===== src/sv/plwn_pkg.sv =====
`timescale 1ns / 1ps
// Shared types, constants and constant tables of the pivoted length weight normalizer.
package plwn_pkg;

  localparam int unsigned LogIterationsDef = 24;
  localparam int unsigned DivBits          = 48;
  localparam logic [47:0] FactorMax        = {48{1'b1}};
  localparam logic [47:0] OneQ16           = 48'd65536;
  localparam logic signed [18:0] OneQ16Coef = 19'sd65536;

  typedef enum logic [2:0] {
    CfgLengthExponent = 3'd0,
    CfgFirstPivot     = 3'd1,
    CfgSecondPivot    = 3'd2,
    CfgFirstSlope     = 3'd3,
    CfgSecondSlope    = 3'd4
  } cfg_index_e;

  typedef struct packed {
    logic [31:0] text_begin;
    logic [31:0] text_end;
    logic [31:0] term_weight;
    logic        first_term;
    logic        last_term;
  } in_req_t;

  typedef struct packed {
    logic [31:0] scaled_weight;
    logic        factor_fault;
    logic        end_of_vector;
  } out_req_t;

  // Root 2^(1/2^idx) in Q1.30, built by repeated integer square roots.
  function automatic logic [31:0] root_const(input int unsigned idx);
    logic [63:0] c;
    logic [63:0] v;
    logic [63:0] r;
    logic [63:0] b;
    c = 64'd1 << 31;
    for (int unsigned i = 0; i < idx; i++) begin
      v = c << 30;
      r = '0;
      b = 64'd1 << 62;
      for (int unsigned j = 0; j < 32; j++) begin
        if (b > v) b = b >> 2;
      end
      for (int unsigned j = 0; j < 32; j++) begin
        if (b != 64'd0) begin
          if (v >= r + b) begin
            v = v - (r + b);
            r = (r >> 1) + b;
          end else begin
            r = r >> 1;
          end
          b = b >> 2;
        end
      end
      c = r;
    end
    return c[31:0];
  endfunction

endpackage


===== src/sv/plwn_pow.sv =====
`timescale 1ns / 1ps
// Fixed-point power unit: serial normalize, log2 by squaring, shift-add scale, exp2 by roots.
module plwn_pow #(
  parameter int unsigned LogIterations = plwn_pkg::LogIterationsDef
) (
  input  logic        clk_i,
  input  logic        rst_ni,
  input  logic        start_i,
  input  logic [31:0] base_i,
  input  logic [16:0] expo_i,
  output logic        done_o,
  output logic [47:0] power_o
);
  import plwn_pkg::*;

  localparam int unsigned LgW    = LogIterations + 5;
  localparam int unsigned FracW  = LogIterations + 16;
  localparam int unsigned YW     = LogIterations + 22;
  localparam int unsigned IdxW   = $clog2(LogIterations);
  localparam int unsigned CntMax = (LogIterations > 17) ? LogIterations : 17;
  localparam int unsigned CntW   = $clog2(CntMax);

  typedef enum logic [2:0] {
    StIdle, StNorm, StLog, StMul, StExp, StShift, StDone
  } state_e;

  state_e                   state_q;
  logic [31:0]              x_q;
  logic [4:0]               k_q;
  logic [30:0]              m_q;
  logic [LogIterations-1:0] frac_q;
  logic [16:0]              p_q;
  logic [YW-1:0]            y_q;
  logic [LogIterations-1:0] e_q;
  logic [30:0]              r_q;
  logic [47:0]              res_q;
  logic [CntW-1:0]          cnt_q;

  logic [31:0] root_tab [LogIterations];
  logic [61:0] sq;
  logic [31:0] sq_top;
  logic [LgW-1:0] lg;
  logic [YW-1:0] y_add;
  logic [5:0] n_int;
  logic [62:0] rc;
  logic [61:0] wide;

  for (genvar g = 0; g < LogIterations; g++) begin : g_root
    localparam logic [31:0] RootVal = root_const(g + 1);
    assign root_tab[g] = RootVal;
  end

  assign sq     = {31'b0, m_q} * {31'b0, m_q};
  assign sq_top = sq[61:30];
  assign lg     = {k_q, frac_q};
  assign y_add  = {y_q[YW-2:0], 1'b0} + (p_q[16] ? {17'b0, lg} : {YW{1'b0}});
  assign n_int  = y_q[YW-1:FracW];
  assign rc     = {32'b0, r_q} * {31'b0, root_tab[cnt_q[IdxW-1:0]]};
  assign wide   = {31'b0, r_q} << n_int[4:0];

  assign done_o  = (state_q == StDone);
  assign power_o = res_q;

  always_ff @(posedge clk_i or negedge rst_ni) begin
    if (!rst_ni) begin
      state_q <= StIdle;
      x_q     <= '0;
      k_q     <= '0;
      m_q     <= '0;
      frac_q  <= '0;
      p_q     <= '0;
      y_q     <= '0;
      e_q     <= '0;
      r_q     <= '0;
      res_q   <= '0;
      cnt_q   <= '0;
    end else begin
      case (state_q)
        StIdle: begin
          if (start_i) begin
            x_q <= base_i;
            p_q <= expo_i;
            k_q <= 5'd31;
            if (base_i == 32'd0) begin
              res_q   <= (expo_i == 17'd0) ? OneQ16 : 48'd0;
              state_q <= StDone;
            end else begin
              state_q <= StNorm;
            end
          end
        end
        StNorm: begin
          // shift left until the leading one sits at the top
          if (x_q[31]) begin
            m_q     <= x_q[31:1];
            cnt_q   <= '0;
            state_q <= StLog;
          end else begin
            x_q <= {x_q[30:0], 1'b0};
            k_q <= k_q - 5'd1;
          end
        end
        StLog: begin
          if (sq_top[31]) begin
            m_q    <= sq_top[31:1];
            frac_q <= {frac_q[LogIterations-2:0], 1'b1};
          end else begin
            m_q    <= sq_top[30:0];
            frac_q <= {frac_q[LogIterations-2:0], 1'b0};
          end
          if (cnt_q == CntW'(LogIterations - 1)) begin
            cnt_q   <= '0;
            y_q     <= '0;
            state_q <= StMul;
          end else begin
            cnt_q <= cnt_q + 1'b1;
          end
        end
        StMul: begin
          y_q <= y_add;
          p_q <= {p_q[15:0], 1'b0};
          if (cnt_q == CntW'(16)) begin
            cnt_q   <= '0;
            state_q <= StExp;
          end else begin
            cnt_q <= cnt_q + 1'b1;
          end
          // load the exp stage on the way out of the multiply loop
          if (cnt_q == CntW'(16)) begin
            r_q <= 31'd1 << 30;
            e_q <= y_add[FracW-1:16];
          end
        end
        StExp: begin
          if (n_int[5]) begin
            res_q   <= FactorMax;
            state_q <= StDone;
          end else begin
            if (e_q[LogIterations-1]) r_q <= rc[60:30];
            e_q <= {e_q[LogIterations-2:0], 1'b0};
            if (cnt_q == CntW'(LogIterations - 1)) begin
              cnt_q   <= '0;
              state_q <= StShift;
            end else begin
              cnt_q <= cnt_q + 1'b1;
            end
          end
        end
        StShift: begin
          res_q   <= wide[61:14];
          state_q <= StDone;
        end
        StDone: begin
          state_q <= StIdle;
        end
        default: begin
          state_q <= StIdle;
        end
      endcase
    end
  end

endmodule


===== config.mk =====
export PLATFORM = sky130hd
export DESIGN_NAME = plwn_pow
export DESIGN_NICKNAME = d
export VERILOG_FILES = /design/src/sv/plwn_pkg.sv /design/src/sv/plwn_pow.sv
export SDC_FILE = /design/constraint.sdc
export NUM_CORES = 2
export LEC_CHECK = 0
export BUFFER_PORTS_ARGS = -buffer_cell sky130_fd_sc_hd__buf_4
export CELL_PAD_IN_SITES_DETAIL_PLACEMENT = 0
export CELL_PAD_IN_SITES_GLOBAL_PLACEMENT = 1
export CORE_MARGIN = 2
export CORE_UTILIZATION = 54
export CTS_CLUSTER_DIAMETER = 120
export DETAILED_ROUTE_END_ITERATION = 10
export PLACE_DENSITY = 0.95
export SLEW_MARGIN = 20
export SYNTH_ARGS = -nofsm -noshare
export SYNTH_HDL_FRONTEND = slang
export SYNTH_SLANG_ARGS = --single-unit

===== constraint.sdc =====
create_clock -name clk_i -period 24.9 [get_ports clk_i]
set_input_delay 4.98 -clock clk_i [delete_from_list [all_inputs] [get_ports clk_i]]
set_output_delay 4.98 -clock clk_i [all_outputs]
set_load 0.05 [all_outputs]

## Word-level counts from Yosys, hierarchy flattened

Memories as Yosys holds them, arrays and structs flattened.
Cells that the tools add are included.
W data, S select, Z words.

| operators by class | value |
|---|---|
| $add $sub $neg | 3 |
| multiply operators | 2 |
| $lt $le $gt $ge | 1 |
| equal/unequal tests | 18 |
| shifts and indexed selects | 1 |
| muxes and demuxes | 42 |
| bitwise gates (word level) | 1 |
| reductions and logical operators | 20 |

Operators by type and width:

| cell | count |
|---|---|
| $mux W31 | 5 |
| $mux W48 | 3 |
| $pmux W48 S3 | 1 |
| $mux W32 | 4 |
| $pmux W31 S2 | 2 |
| $pmux W46 S2 | 1 |
| $pmux W32 S2 | 1 |
| $mul A31 B31 Y62 | 1 |
| $shl A31 B5 Y62 | 1 |
| $mul A31 B32 Y61 | 1 |
| $mux W24 | 2 |
| $pmux W24 S2 | 1 |
| $add A46 B29 Y46 | 1 |
| $mux W46 | 1 |
| $mux W17 | 2 |
| $pmux W17 S2 | 1 |
| $logic_not A32 Y1 | 1 |
| $mux W5 | 6 |
| $mux W29 | 1 |
| $mux W3 | 7 |
| $pmux W5 S4 | 1 |
| $ne A2 B2 Y1 const B | 9 |
| $pmux W3 S6 | 1 |
| $logic_not A17 Y1 | 1 |
| other kinds (19) | 33 |

| storage, ports and cells | value |
|---|---|
| register bits | 266 |
| bits in read-only memories | 1024 |
| bits of input ports | 52 |
| output and inout bits | 49 |
| memories | 1 |

Memories:

| memory | depth | width | read ports | clocked after memory_dff | wr ports | line | RTL |
|---|---|---|---|---|---|---|---|
| (no name shown) | 32 | 32 | 1 | 0 | 0 | plwn_pow.sv:58 | `assign rc = {32'b0, r_q} * {31'b0, root_tab[cnt_q[IdxW-1:0]]};` |

## Logic depth before layout (Yosys ltp)

| depth | value |
|---|---|
| depth in word-level cells | 8 |
| mapped depth | 36 |

## Worst setup path after synthesis

Ideal clock, no wire load.

| timing path | value |
|---|---|
| path type | register -> register |
| from | register cnt_q[0] |
| to | register r_q[28] |
| library setup time | 0.121 ns |
| arrival | 9.004 ns |
| slack | 15.775 ns |
| cell stages (with the launch flop) | 34 |
| path buffers | 3 |
| period minus slack after synthesis | 9.125 ns |
| path through | dfrtp_1 -> clkbuf_1 -> inv_1 -> ha_1 -> clkbuf_1 -> nand2_1 -> a211oi_1 -> clkbuf_1 -> nand2_1 -> fa_1 -> inv_1 -> fa_1 -> inv_1 -> fa_1 -> fa_1 -> inv_1 -> fa_1 -> fa_1 -> fa_1 -> inv_1 -> fa_1 -> inv_1 -> ha_1 -> nand4_1 -> or4_1 -> or3_1 -> or3_1 -> o32ai_1 -> o21ai_1 -> and3_4 -> a31oi_4 -> a21o_2 -> xor2_1 -> a22o_2 |

| on the way | value |
|---|---|
| cells in the longest elaborated chain, start to end | 8 |

RTL lines:

| element | line | RTL |
|---|---|---|
| start: declaration | plwn_pow.sv:37 | `logic [CntW-1:0] cnt_q;` |
| start signal: assignment | plwn_pow.sv:116 | `cnt_q <= cnt_q + 1'b1;` |
| start signal: assignment | plwn_pow.sv:126 | `cnt_q <= cnt_q + 1'b1;` |
| start signal: assignment | plwn_pow.sv:145 | `cnt_q <= cnt_q + 1'b1;` |
| $not A5 Y6 (implied by the code) | plwn_pow.sv:58 |  |
| $mem_v2 Z32 W32 | -- |  |
| $mux W32 (implied by the code) (2 in series) | plwn_pow.sv:58 |  |
| $mul A31 B32 Y61 | plwn_pow.sv:58 |  |
| $mux W31 | plwn_pow.sv:139 | `if (e_q[LogIterations-1]) r_q <= rc[60:30];` |
| $mux W31 | plwn_pow.sv:135 | `if (n_int[5]) begin` |
| $pmux W31 S2 | plwn_pow.sv:78 | `case (state_q)` |
| end signal: assignment | plwn_pow.sv:130 | `r_q <= 31'd1 << 30;` |
| end signal: assignment | plwn_pow.sv:139 |  |
| end: declaration | plwn_pow.sv:35 | `logic [30:0] r_q;` |

Parallel ways exist; a longest one is shown, timed or not. The select of a mux whose other input is x is not followed.
A chain may end at the register's enable or synchronous reset.

## Final worst setup path

| timing path | value |
|---|---|
| from | register cnt_q[1] |
| to | register r_q[18] |

Same word-level chain as after synthesis.

==> results.sh <==
export IMPL_status="completed"
export IMPL_finalSetupTns_ps=0
export IMPL_path_class="register to register"
export IMPL_post_cts_setup_buffer_count=0
export IMPL_cpPeakStageDelay_ps=790
export IMPL_wl_um=203000
export IMPL_path_buf_inv=6
export IMPL_ios=101
export IMPL_postCtsResizedCells=0
export IMPL_cp_end_kind="register"
export IMPL_h_tree_depth=1
export IMPL_core_sq_um=132000
export IMPL_crit_family="adder cells"
export IMPL_clock_sinks=266
export IMPL_synth_seq_cells=266
export IMPL_slew_headroom_pct=26.9
export IMPL_nets=9884
export IMPL_setup_ws_ps=14150
export IMPL_path_depth=32
export IMPL_regToRegStartpoint="cnt_q[1]"
export IMPL_routedWlPerCell_um=21.4
export IMPL_hp_class="register to register"
export IMPL_reg2reg_depth=32
export IMPL_holdPathStages=2
export IMPL_max_cap_viol_count=0
export IMPL_clkLatencyLatePin_ps=640
export IMPL_vias_per_cell=5.76
export IMPL_finalCriticalPeriod_ps=10750
export IMPL_max_freq_ghz=0.0930
export IMPL_syn_to_final_growth_pct=4.71
export IMPL_async_flop_share_pct=100
export IMPL_syn_nets=10100
export IMPL_synth_edf_count=0
export IMPL_rows=133
export IMPL_mostFrequentLayoutCell="inv_1"
export IMPL_hold_buffers=0
export IMPL_die_w_um=368
export IMPL_seq_area_frac_synth_pct=9.29
export IMPL_clockBufferDepth=3
export IMPL_critPathMaxFanout=30
export IMPL_cpMostUsedCell="fa_1"
export IMPL_startpoint="cnt_q[1]"
export IMPL_dp_hpwl_um=156000
export IMPL_vias=54700
export IMPL_grt_pass1_vias=59300
export IMPL_drive_above_1_share_pct=5.01
export IMPL_clk_pin_slew_ps=60
export IMPL_setup_viol=0
export IMPL_finalClockSkew_ps=28.0
export IMPL_die_area_sq_um=136000
export IMPL_dr_pass1_iters=6
export IMPL_r2r_end="r_q[18]"
export IMPL_cts_root_buf="clkbuf_16"
export IMPL_tritoncts="yes"
export IMPL_cp_arrival_ps=11270
export IMPL_antenna_found_initial=13
export IMPL_period_share_pct=43.2
export IMPL_final_cell_mix="1,726 x inv_1, 1,556 x fa_1, 1,094 x nand2_1"
export IMPL_synth_cell_types=90
export IMPL_netlist_area_sq_um=71600
export IMPL_place_ws_ps=14150
export IMPL_synth_top_flop_cell="dfrtp_1"
export IMPL_min_from="power_o[18]"
export IMPL_worst_pin_slew_ps=1100
export IMPL_portBuffers=100
export IMPL_grt_max_degree=154
export IMPL_grt_pass1_wl_um=327000
export IMPL_slew_viol_final=0
export IMPL_synthCells=7903
export IMPL_ant_nets=0
export IMPL_hold_viol_final=0
export IMPL_cp_required_ps=25420
export IMPL_gr_usage_all_layers_pct=30.8
export IMPL_slowest_stage="nor2_4"
export IMPL_avgSynthCellArea_sq_um=9.07
export IMPL_die_y_um=368
export IMPL_start_util_pct=54.4
export IMPL_drt_iter0_markers=4389
export IMPL_grt_overflow_total=0
export IMPL_cts_inserted_buffers=29
export IMPL_drc=0
export IMPL_yosys_warnings=0
export IMPL_regToRegSetupSlack_ps=14150
export IMPL_rsz0062_at_grt="false"
export IMPL_gp_congestion=0.996
export IMPL_hold_end="power_o[18]"
export IMPL_cp_start_kind="register"
[per-layer routing]
layer  global-route usage, %  wire [um]  up-vias
li1                        -          -    23600
met1                    39.8      77500    28100
met2                    50.0      96200     2360
met3                    7.63      20700      553
met4                    12.1       8960       22
met5                       0        135        -
[worst register-to-register path, delay by kind of cell (launching register included)]
family	cells	cell delay (ps)
buffers and inverters	6	500
xor gates and xnor gates	1	130
DFF	1	670
adders and majority gates	10	5170
AOI/OAI and AO/OA	7	1390
and+or+nand+nor	8	2800
[cells in the mapped netlist (45+ instances only)]
| master | n | share of area [%] |
|---|---|---|
| nand3_1 | 45 | 0.31 |
| inv_1 | 1727 | 9.0 |
| xnor2_1 | 89 | 1.1 |
| clkbuf_1 | 388 | 2.0 |
| and2_1 | 570 | 5.0 |
| a211oi_1 | 53 | 0.56 |
| a21o_1 | 99 | 1.0 |
| ha_1 | 561 | 9.8 |
| nor3_1 | 54 | 0.38 |
| nor2_1 | 290 | 1.5 |
| dfrtp_1 | 266 | 9.3 |
| a31oi_1 | 47 | 0.41 |
| a22o_1 | 68 | 0.83 |
| o21ai_0 | 172 | 1.2 |
| fa_1 | 1556 | 43 |
| a21oi_1 | 213 | 1.5 |
| nand2_1 | 1095 | 5.7 |
| and3_1 | 56 | 0.49 |
[per-stage QoR]
stage / utilization (%) / cell area (sq um) / std cells / hold slack (ps)
finish: 57.0 / 75000 / 9494 / 478
global route: 57.0 / 75000 / 9493 / 502
CTS: 57.0 / 75000 / 9493 / 484
detailed placement: 56.2 / 74000 / 9439 / 470
global placement: 56.2 / 74000 / 9439 / 454
floorplan: - / 71600 / 7903 / 438
[final cells by class]
class | count | area, sq um
flip-flops and latches | 266 | 6680
fillers | 11400 | 56600
multi-input cells | 5476 | 57000
clock inverters | 20 | 236
well taps | 1755 | 2200
clock buffers | 34 | 785
diodes | 1 | 2.50
inverters | 1737 | 6520
repair buffers | 205 | 1560
[registers in the layout (all words and copies together), names as in the netlist]
name and count:
cnt_q 5, e_q 24, frac_q 24, k_q 5, m_q 31, p_q 17, power_o 48, r_q 31
state_q 3, x_q 32, y_q 46
[logic make-up after synthesis]
| logic type | count (synthesis) | synth area share (%) |
|---|---|---|
| buf+inv | 2161 | 11.4 |
| flops | 266 | 9.29 |
| simple gates | 2257 | 14.8 |
| compound gates | 895 | 8.28 |
| xor+xnor | 129 | 1.58 |
| mux | 78 | 1.45 |
| fa+ha+maj | 2117 | 53.3 |
[worst max path at each step]
stage	end
3_3_place_gp	r_q[28]
3_5_place_dp	r_q[18]
5_1_grt	r_q[18]
4_1_cts	r_q[18]
6_report	r_q[18]
2_1_floorplan	r_q[28]
Power is not shown: default switching activity piles up to over one toggle a cycle in this logic, so the estimate is an artifact.
