==> config.mk <==
export PLATFORM = sky130hd
export DESIGN_NAME = plwn_div
export DESIGN_NICKNAME = d
export VERILOG_FILES = /design/src/sv/plwn_pkg.sv /design/src/sv/plwn_div.sv
export SDC_FILE = /design/constraint.sdc
export NUM_CORES = 1
export LEC_CHECK = 0
export ABC_AREA = 1
export BUFFER_PORTS_ARGS = -buffer_cell sky130_fd_sc_hd__buf_2
export CAP_MARGIN = 20
export CORE_ASPECT_RATIO = 1.4
export CORE_MARGIN = 1.5
export CORE_UTILIZATION = 52
export CTS_CLUSTER_DIAMETER = 30
export DETAILED_ROUTE_END_ITERATION = 10
export HOLD_SLACK_MARGIN = 0.03
export PLACE_DENSITY = 0.72
export SYNTH_ARGS = -nofsm -noshare
export SYNTH_HDL_FRONTEND = slang
export SYNTH_SLANG_ARGS = --single-unit
==> constraint.sdc <==
create_clock -name clk_i -period 2.4 [get_ports clk_i]
set_input_delay 0.24 -clock clk_i [delete_from_list [all_inputs] [get_ports clk_i]]
set_output_delay 0.24 -clock clk_i [all_outputs]
set_load 0.03 [all_outputs]
==> src/sv/plwn_pkg.sv <==
`timescale 1ns / 1ps
// Shared types, constants and constant tables of the pivoted length weight normalizer.
package plwn_pkg;

  localparam int unsigned LogIterationsDef = 24;
  localparam int unsigned DivBits          = 48;
  localparam logic [47:0] FactorMax        = {48{1'b1}};
  localparam logic [47:0] OneQ16           = 48'd65536;
  localparam logic signed [18:0] OneQ16Coef = 19'sd65536;

  typedef enum logic [2:0] {
    CfgLengthExponent = 3'd0,
    CfgFirstPivot     = 3'd1,
    CfgSecondPivot    = 3'd2,
    CfgFirstSlope     = 3'd3,
    CfgSecondSlope    = 3'd4
  } cfg_index_e;

  typedef struct packed {
    logic [31:0] text_begin;
    logic [31:0] text_end;
    logic [31:0] term_weight;
    logic        first_term;
    logic        last_term;
  } in_req_t;

  typedef struct packed {
    logic [31:0] scaled_weight;
    logic        factor_fault;
    logic        end_of_vector;
  } out_req_t;

  // Root 2^(1/2^idx) in Q1.30, built by repeated integer square roots.
  function automatic logic [31:0] root_const(input int unsigned idx);
    logic [63:0] c;
    logic [63:0] v;
    logic [63:0] r;
    logic [63:0] b;
    c = 64'd1 << 31;
    for (int unsigned i = 0; i < idx; i++) begin
      v = c << 30;
      r = '0;
      b = 64'd1 << 62;
      for (int unsigned j = 0; j < 32; j++) begin
        if (b > v) b = b >> 2;
      end
      for (int unsigned j = 0; j < 32; j++) begin
        if (b != 64'd0) begin
          if (v >= r + b) begin
            v = v - (r + b);
            r = (r >> 1) + b;
          end else begin
            r = r >> 1;
          end
          b = b >> 2;
        end
      end
      c = r;
    end
    return c[31:0];
  endfunction

endpackage

==> src/sv/plwn_div.sv <==
`timescale 1ns / 1ps
// Restoring radix-2 divider, one quotient bit per cycle, saturating to 32 bits.
module plwn_div (
  input  logic        clk_i,
  input  logic        rst_ni,
  input  logic        start_i,
  input  logic [47:0] dividend_i,
  input  logic [47:0] divisor_i,
  output logic        done_o,
  output logic [31:0] quot_o
);
  import plwn_pkg::*;

  typedef enum logic [1:0] {StIdle, StRun, StDone} state_e;

  state_e      state_q;
  logic [47:0] nq_q;
  logic [47:0] rem_q;
  logic [47:0] den_q;
  logic [5:0]  cnt_q;

  logic [48:0] trial;
  logic [48:0] diff;
  logic        ge;

  assign trial = {rem_q, nq_q[47]};
  assign diff  = trial - {1'b0, den_q};
  assign ge    = (trial >= {1'b0, den_q});

  assign done_o = (state_q == StDone);
  assign quot_o = (|nq_q[47:32]) ? 32'hFFFF_FFFF : nq_q[31:0];

  always_ff @(posedge clk_i or negedge rst_ni) begin
    if (!rst_ni) begin
      state_q <= StIdle;
      nq_q    <= '0;
      rem_q   <= '0;
      den_q   <= '0;
      cnt_q   <= '0;
    end else begin
      case (state_q)
        StIdle: begin
          if (start_i) begin
            nq_q    <= dividend_i;
            den_q   <= divisor_i;
            rem_q   <= '0;
            cnt_q   <= '0;
            state_q <= StRun;
          end
        end
        StRun: begin
          rem_q <= ge ? diff[47:0] : trial[47:0];
          nq_q  <= {nq_q[46:0], ge};
          if (cnt_q == 6'(DivBits - 1)) begin
            state_q <= StDone;
          end else begin
            cnt_q <= cnt_q + 6'd1;
          end
        end
        StDone: begin
          state_q <= StIdle;
        end
        default: begin
          state_q <= StIdle;
        end
      endcase
    end
  end

endmodule

Yosys cells after proc, flatten, opt, wreduce, memory -nomap -nowiden:

Cells that the tools add are included.

* bits in registers: 152
* output and inout bits: 33

* add/sub/neg operators: 2
* order comparisons: 1
* equal/unequal tests: 6
* mux-type cells: 12
* reduce and logical (&&, ||, !) cells: 7

Operators by type and width (number)
* 48-bit case mux with 2 select lines: 2
* 48-bit 2-to-1 mux: 3
* 49-bit by 48-bit greater-or-equal comparator with 1-bit output: 1
* 48-bit subtractor: 1
* 32-bit 2-to-1 mux: 1
* 16-bit OR reduction: 1
* 6-bit 2-to-1 mux: 2
* 6-bit case mux with 2 select lines: 1
* 6-bit by 1-bit adder with 6-bit output, second input constant: 1
* 6-bit equality test, second input constant: 1
* 2-bit != test, second input constant: 3
* 2-bit AND reduction: 3
* 2-bit 2-to-1 mux: 2
* 2-bit case mux with 2 select lines: 1
* 3-bit AND reduction: 1
* 2-bit by 1-bit equality test with 1-bit output, second input constant: 1
* 2-bit equality test, second input constant: 1
* 2-bit logical NOT: 1
* 2-bit nonzero test: 1

Logic depth before layout (Yosys ltp):

Gate-level depths: netlist of run 1.

* word-level depth: 3
* depth in mapped cells: 17
* gate-level depth less buffers: 17

Least setup slack after synthesis of run 1:

OpenSTA, ideal clock, no wires.

* kind: register -> register
* start: register rem_q[26]
* end: register rem_q[40]
* setup time: 0.116 ns
* arrival: 1.922 ns
* setup slack: 0.361 ns
* stages on the path, launching flop included: 17
* path buffers: 1
* period minus slack after synthesis: 2.039 ns
* cells stage by stage: dfrtp_1 ha_1 nand2_1 inv_1 nand2_1 nor2_1 nand2_1 nor2_1 nand2_1 nand3_2 nor2_4 nand2_4 nand2_4 buf_2 nand2_1 nand2_1 nand2_1

* cells in the longest elaborated chain, start to end: 3
* elaborated cells on any way between the ends: 4
* those cells by class: add/sub: 1; order compare: 1; mux: 2

RTL lines
* start: declaration: line plwn_div.sv:18 `logic [47:0] rem_q;`
* start signal: assignment: line plwn_div.sv:52 `rem_q <= ge ? diff[47:0] : trial[47:0];`
* 48-bit subtractor / 49-bit by 48-bit greater-or-equal comparator with 1-bit output (equally long branches): line plwn_div.sv:27, plwn_div.sv:28
* 48-bit 2-to-1 mux (*): line plwn_div.sv:52
* 48-bit case mux with 2 select lines (*): line plwn_div.sv:41 `case (state_q)`

Every way passes the cells marked *; elsewhere a longest branch is shown, timed or not.
A chain may end at the register's enable or synchronous reset.

Worst setup path after layout of run 1:

* start: register rem_q[21]
* end: register rem_q[31]

The elaborated chain is that of the path after synthesis.

==> results of run 1 <==
## power by group
part	switching, uW	internal, uW
combinational	97.7	112
sequential	0	2560
clock	1190	1660
total	1290	4340
## repair_timing
action	in CTS	in global routing
setup buffers	0	2
setup endpoints to repair	46	55
gates resized for setup	7	72
hold buffers	43	1
pin swaps	0	4
cloned	0	1
endpoints found under the hold margin	95	1
## state kept, by name, summed over array words and instances, names as in the netlist
register,count
rem_q,48
state_q,2
cnt_q,6
nq_q,48
den_q,48
## layer usage
layer  track usage (%)  vias up
met5                 0        -
met4             16.43        0
met3             4.988      131
met2             57.07      373
met1             34.22     5275
li1                  -     5830
## worst reg2reg max path, stage by stage, from the launching register on
cell	delay, ns
dfrtp_1	0.42
ha_4	0.31
nand2_1	0.12
inv_1	0.12
nand2_2	0.09
nor2_2	0.16
nand2_1	0.07
nor2_1	0.13
nand2_1	0.08
nand3_2	0.09
nor2_4	0.06
buf_12	0.15
buf_4	0.17
nand3b_1	0.10
nand3_1	0.11
nand2_1	0.08
## synth_stat cells (8+ instances only)
cell / instances / area (um2)
nand2_1: 703 / 2639
inv_1: 318 / 1194
dfrtp_1: 152 / 3804
nand3_1: 90 / 450.4
nor2_1: 87 / 326.6
nor3_1: 54 / 270.3
ha_1: 49 / 613.1
o21ai_0: 49 / 245.2
a221oi_1: 47 / 411.6
clkbuf_1: 39 / 146.4
a21oi_1: 37 / 185.2
nand3b_1: 36 / 270.3
xnor2_1: 21 / 183.9
nand4_1: 14 / 87.58
buf_2: 8 / 40.04
## worst paths after layout
| check | end | slack [ns] | depth (start not counted) |
|---|---|---|---|
| max in group asynchronous | nq_q[2] | 1.37 | 3 |
| min | den_q[7] | 0.04 | 3 |
| max reg2reg | rem_q[31] | 0.08 | 15 |
| min in group asynchronous | den_q[9] | 0.34 | 2 |
| max | rem_q[31] | 0.08 | 15 |
| min reg2reg | den_q[0] | 0.49 | 2 |
## cell type report
class	instances	area [um2]	share of cell area (%)
timing repair buffer	231	1655	11.78
antenna	1	2.502	0.01781
inverter	325	1222	8.701
multi-input combinational	1221	6424	45.72
clock inverter	14	187.7	1.336
sequential	152	3804	27.07
tap	260	325.3	2.315
clock buffer	18	429.2	3.055
## metrics by stage
stage	cell area (um2)	total power, uW	setup WS (ns)	util [%]
after CTS	13580	5654	-0.002413	64.03
final	14050	5628	0.08035	66.26
after global placement	12480	2764	-0.06219	58.86
after global routing	14050	5789	-0.02674	66.25
after detailed placement	12480	2766	-0.07692	58.86
after floorplan	11230	2622	0.3612	-
## cells by family after synthesis
logic type,count (synthesis),synth area share [%]
simple gates,1005,37.50
buf+inv,381,13.02
flops,152,33.87
compound gates,143,8.167
fa+ha+maj,50,5.638
xor+xnor,23,1.794
==> reports/results.txt, run 1 <==
After detailed routing, the total wire length is 34,960 um. In the synthesized netlist the dominant register cell turns out to be dfrtp_1. The worst slew margin relative to its limit came out at 62.02%. The run gives 11,609 as the count of vias placed by the detailed router.

The count of standard-cell rows came out at 63. Number of antenna violations at the first check in global routing: 1. The path class of the tightest hold or removal check is in2reg.

The run gives 2,097 as the number of nets at the end of the flow. The worst register-to-register path begins at rem_q[21]. TritonCTS built the clock tree. The top layer reached by signal wires was met4.

The period utilization works out to 96.65%. For the maximum number of pins on one net before global-route repair, the log shows 95. The die outline height is 176.9 um, and the power per standard cell area is 400.5 nW/um2. The clock period minus final worst setup slack is 2.320 ns. Detailed placement ended at an HPWL of 26,450 um.

The worst setup path is launched from a flop. Data on the critical path is required at its endpoint by 2.78 ns. The DRC violation count after routing is 0.

After clock tree synthesis, the clock-pin slew on the worst setup and hold paths is 0.06 ns. The tools report the clock sink count as 152. The first TritonRoute pass finished after 6 iterations. In the synthesized netlist, the number of instances is 1,754. Pin placement for this block handled 132 I/O pins. The maximum count of clock buffers along a single path came out at 2. In this design, the critical path's most frequently occurring cell is nand2_1.

For this run, the total global-route usage over all layers was measured as 31.08%. During synthesis, Yosys emitted a total of 0 warnings. For the worst-case clock skew, the log shows 0.01085 ns. Critical-path cell with the highest stage delay: dfrtp_1.

By startpoint and endpoint, the worst setup path is classified as reg2reg. The largest stage delay on the critical path was 0.42 ns. The logs give 11,122 for the number of global-route vias before repair and 2,222 for the non-filler instance count after layout. The maximum vdd drop is 0.4486 mV. The met1 wire length was 13,700 um; the fill cell total of the finished layout was 1,951. The tools report the number of max-slew violations in the final report as 0. The startpoint identified for the worst hold timing path is divisor_i[7].

Traced cell by cell, the critical path runs through ha_4 -> nand2_1 -> inv_1 -> nand2_2 -> nor2_2 -> nand2_1 -> nor2_1 -> nand2_1 -> nand3_2 -> nor2_4 -> buf_12 -> buf_4 -> nand3b_1 -> nand3_1 -> nand2_1. The via density per instance came out at 5.225. The net count after synthesis was 1,903.

The width of the die was 127.2 um. In this run, the number of DRC markers left after iteration 0 of detailed routing was 712. The run gives 4 as the maximum level of the CTS H-tree. The number of nets with antenna violations after detailed routing was 0; the effective utilization at floorplan was 52.96%. The fmax is 0.4311 GHz, and the wire length per cell after detailed routing is 15.73 um. The transition time at the pin with the least slew margin is 0.5697 ns, and the worst-skew pair later-pin latency is 0.45 ns. The first global-routing pass estimated 54,460 um of wire. Counting both buffers and inverters, the worst setup path holds a total of 3.

In the detailed route, the total length drawn on met2 is 17,690 um. For the number of unique standard cell types used by synthesis, the log shows 35. Port buffering added 131 buffers.

The length of routed met3 wiring came out at 1588 um. In this run, placement finished with an instance count of 2,142. Setup repair after global routing could not meet its margin everywhere. In this run the clock root is driven by a clkbuf_16. The number of flops mapped to enable cells by yosys is 0.

In the final layout, the share of cells above drive strength 1 is 15.55%. The placeable core region is 21,200 um2. Endpoint kind of the worst setup timing path: a flop.

Compared with the post-synthesis result, the final layout area differs by 25.11%. The share of the yosys chip area belonging to registers came out at 33.87%. Setup violations remaining at the end of the flow were counted as 0. A synthesized cell averages 6.402 um2. The tools report the total clock buffers created by CTS as 17. The flow ran to the end, and the final reports show no timing, DRC or antenna violations.

The number of failing hold endpoints at the final stage came out at 0. Leaving out fill and tap cells, the most frequent cell in the layout is nand2_1. The overall overflow remaining after global route is 0. In this run, synthesis produced a sequential element count of 152.

Along the worst path, the maximum fanout reaches 7. The family with the most delay on the worst path was simple AND/OR/NAND/NOR gates. The tool flagged a number of max-cap violations equal to 0. The tools report the final hold slack as 0.03814 ns. The final weighted congestion of routability-driven global placement was 1.057; the final total negative setup slack was 0 ns. Counting flops with an async set or reset pin after synthesis yields a share of 100.0%.

In the layout the commonest cells are nand2_1 (691), inv_1 (310), dfrtp_1 (152), buf_2 (130), nand3_1 (88). The floorplan step defined a die boundary enclosing 22,500 um2. In this run the worst setup path begins at rem_q[21]. The tools report the arrival time at the worst endpoint as 2.70 ns. The cell area that synthesis handed to floorplanning was 11,230 um2.

Summed over all cells, the static leakage comes to 0.007856 uW.
Note: power is estimated with default switching activity, not from simulation.
==> inputs of run 2 (changes only) <==
CELL_PAD_IN_SITES_DETAIL_PLACEMENT = 1   (was unset)
CELL_PAD_IN_SITES_GLOBAL_PLACEMENT = 2   (was unset)
CORE_UTILIZATION = 32   (was 52)
PLACE_DENSITY = unset   (was 0.72)
PLACE_DENSITY_LB_ADDON = 0.1   (was unset)
==> run 2 against run 1 <==
Effect of this change:
- sequential power barely moved
- clock skew up 0.00062 ns
- critical endpoint is now rem_q[16]
- highest routed layer unchanged
- cell count up 12%
==> reports/results.txt, run 2 (synthesized netlist as in run 1, its figures left out) <==
The switching part of the total power was 26.44% (+3.5 points). The tools report the reg-to-reg critical path endpoint as rem_q[16]. The combinational power share was 3.8% (about the same). The largest driver fanout on the critical path was 6 (-1).

The run gives 0 ns (unchanged) as the final total negative setup slack. The largest registers in the layout are den_q x48, nq_q x48, rem_q x48. The worst setup path is captured at a flop. The routed wire length was 43,540 um (+25%). The tools report the worst-skew pair later-pin latency as 0.46 ns (about the same). The logs give 0.3618 mV (-19%) for the maximum vdd drop and 0 (unchanged) for the number of failing hold endpoints at the final stage. For this design, the slowest cell found on the critical path is dfrtp_1. In this run the critical register-to-register path is launched from rem_q[41].

The tools report the timing endpoint of the critical path as rem_q[16]. The library cells used most frequently in the layout, excluding fill and tap cells, are nand2_1 (661), inv_1 (303), dfrtp_1 (147), buf_2 (130), buf_4 (105). The number of max-slew violations in the final report was 0 (unchanged); the power per standard cell area was 370.5 nW/um2 (-7.5%).

The signal on the critical path passes through ha_4 -> nand2_1 -> nand2_1 -> a21oi_2 -> nor2_1 -> nor2_2 -> nand3_2 -> nor2_4 -> buf_4 -> buf_12 -> clkbuf_16 -> nand3b_1 -> nand3_1 -> nand2_1. In this run the worst hold path is classified as in2reg. The via density per instance was 4.807 (-8.0%). The tools report the placed wire-length estimate as 31,940 um (+21%). The clock group share of total power is 51.2% (+0.4 points), and the die outline height is 224.7 um (+27%). The effective utilization at floorplan was 32.30% (-21 points). The wire length per cell after detailed routing is 17.49 um (+11%), and the reg2reg setup slack is 0.03 ns (-0.05 ns). The DRC violation count after routing is 0 (unchanged). Kind of critical path: reg2reg.

The tools report the die footprint as 36,240 um2 (+61%). Overall overflow remaining after global route: 0 (unchanged). The flow ran to the end, and the final reports show no timing, DRC or antenna violations. The startpoint type of the worst setup path was a flop. The register clock-pin slew on the reported worst setup and hold paths works out to 0.08 ns (+0.02 ns). The clock period minus final worst setup slack works out to 2.366 ns (+0.04593 ns). The static power due to leakage is 0.008248 uW (+5.0%), and the total track usage is 23.72% (-7.4 points). For the number of nets with antenna violations after detailed routing, the log shows 0 (unchanged). The maximum count of clock buffers along a single path came out at 2 (unchanged).

The maximum number of pins on one net before global-route repair is 113 (+19%), and the count of vias placed by the detailed router is 11,969 (+3.1%). The fill cell total of the finished layout is 4,522 (+130%), and the number of diodes added for antenna fixing is 0 (-1). The tools report the worst setup margin as 0.03442 ns (-0.04593 ns).

The width of the die was 161.3 um (+27%); the first-pass iteration count of the detailed router was 5 (-1). Portion of total power attributed to sequential cells: 44.9% (-0.6 points). The post-placement setup slack was -0.1495 ns (-0.07258 ns). For the I/O pin total, the log shows 132 (unchanged). The run gives 0.01146 ns (+0.0006158 ns) as the worst-case clock skew.

The clock sink count came out at 152 (unchanged). The tools report the placeable core region as 34,760 um2 (+64%). The run gives 0.9282 (-12%) as the final weighted congestion of routability-driven global placement. The run gives 1506 uW (+17%) as the switching power. Logic depth of the worst register-to-register path: 14 (-1).

TritonCTS built the clock tree. For the count of standard-cell rows, the log shows 81 (+29%). The origin of the worst setup path is rem_q[41]. The internal power component is 4189 uW (-3.4%). The worst hold path begins at divisor_i[44]. The library cell used most frequently in the layout, excluding fill and tap cells, is nand2_1. The share of cells above drive strength 1 was 22.17% (+6.6 points); the final number of setup-violating endpoints was 0 (unchanged). For the maximum level of the CTS H-tree, the log shows 4 (unchanged).

For the number of placed instances, taps included, the log shows 2,380 (+11%). The logs give 2.74 ns (-0.04 ns) for the data required time of the worst path and 2.71 ns (about the same) for the arrival time at the worst endpoint. The number of antenna violations at the first check in global routing came out at 0 (-1). The number of DRC markers after the initial detailed-route iteration was 486 (-32%); the largest stage delay on the critical path was 0.44 ns (+0.02 ns). The non-filler instance count after layout was 2,490 (+12%); the fmax was 0.4227 GHz (-1.9%).

The period utilization is 98.57% (+1.9 points), and the first-pass GRT wire length is 66,590 um (+22%). The run gives 12,514 (+13%) as the number of global-route vias before repair. The most common cell type on the critical path is nand2_1.

For the worst slew margin relative to its limit, the log shows 64.47% (+2.5 points). The count of input and output buffers is 131 (unchanged), and the number of nets at the end of the flow is 2,170 (+3.5%). The signed area change from the synthesized netlist to the final layout is 36.86%, and the total of max-cap violations is 0 (unchanged).

Clock root buffer: clkbuf_16. The tools report the total clock buffers created by CTS as 17 (unchanged). The transition time at the pin with the least slew margin came out at 0.5329 ns (-0.03678 ns).
-- run 2: stage by stage --
stage	utilization, %	total power [uW]	hold WS [ns]	cell area [um2]
final	44.21	5694	0.06157	15370
after floorplan	-	2622	-0.05559	11230
after detailed placement	37.56	2772	0.2288	13060
after global routing	44.21	5919	0.06624	15370
after global placement	37.56	2772	0.2279	13060
after CTS	41.28	5785	0.03990	14350
-- run 2: worst max-delay path: cells and delay by family (launching register included) --
| kind | cells | cell delay [ns] |
|---|---|---|
| AOI/OAI and AO/OA | 1 | 0.16 |
| DFF | 1 | 0.44 |
| and+or+nand+nor | 9 | 0.93 |
| adders and majority gates | 1 | 0.29 |
| buffers and inverters | 3 | 0.45 |
-- run 2: cell type report --
cell class	count	area (um2)	area share [%]
repair buffers	302	2288	14.89
clock inverters	15	197.7	1.286
well taps	456	570.5	3.712
flip-flops and latches	152	3810	24.79
multi-input cells	1223	6854	44.60
clock buffers	17	425.4	2.768
inverters	325	1222	7.954
-- run 2: power by group through the flow --
| stage | logic [uW] | registers [uW] | clock network [uW] |
|---|---|---|---|
| 2_1_floorplan | 11.7 | 2610 | 0 |
| 3_3_place_gp | 163 | 2610 | 0 |
| 3_5_place_dp | 163 | 2610 | 0 |
| 4_1_cts | 223 | 2560 | 3000 |
| 5_1_grt | 245 | 2560 | 3120 |
| 6_report | 217 | 2560 | 2920 |
-- run 2: worst min path at each step --
stage | to | cells past startpoint
2_1_floorplan | cnt_q[0] | 0
3_3_place_gp | nq_q[11] | 1
3_5_place_dp | nq_q[11] | 1
4_1_cts | den_q[44] | 3
5_1_grt | den_q[26] | 3
6_report | den_q[44] | 3
-- run 2: repair_timing --
| item | 4_1_cts | 5_1_grt |
|---|---|---|
| gates cloned | 0 | 9 |
| pin swaps | 1 | 30 |
| endpoints found under the hold margin | 88 | 0 |
| hold buffers | 47 | 0 |
| setup endpoints to repair | 49 | 81 |
| resized for setup | 32 | 138 |
| setup buffers | 0 | 22 |
-- run 2: metal layers --
| layer | wire [um] | global-route usage [%] | part of all wire [%] | vias up |
|---|---|---|---|---|
| met5 | 0 | 0 | 0 | - |
| met4 | 1348 | 8.065 | 3.1 | 0 |
| met3 | 1087 | 3.190 | 2.5 | 60 |
| met2 | 22950 | 44.28 | 53 | 181 |
| met1 | 18160 | 27.49 | 42 | 5756 |
| li1 | - | - | - | 5972 |
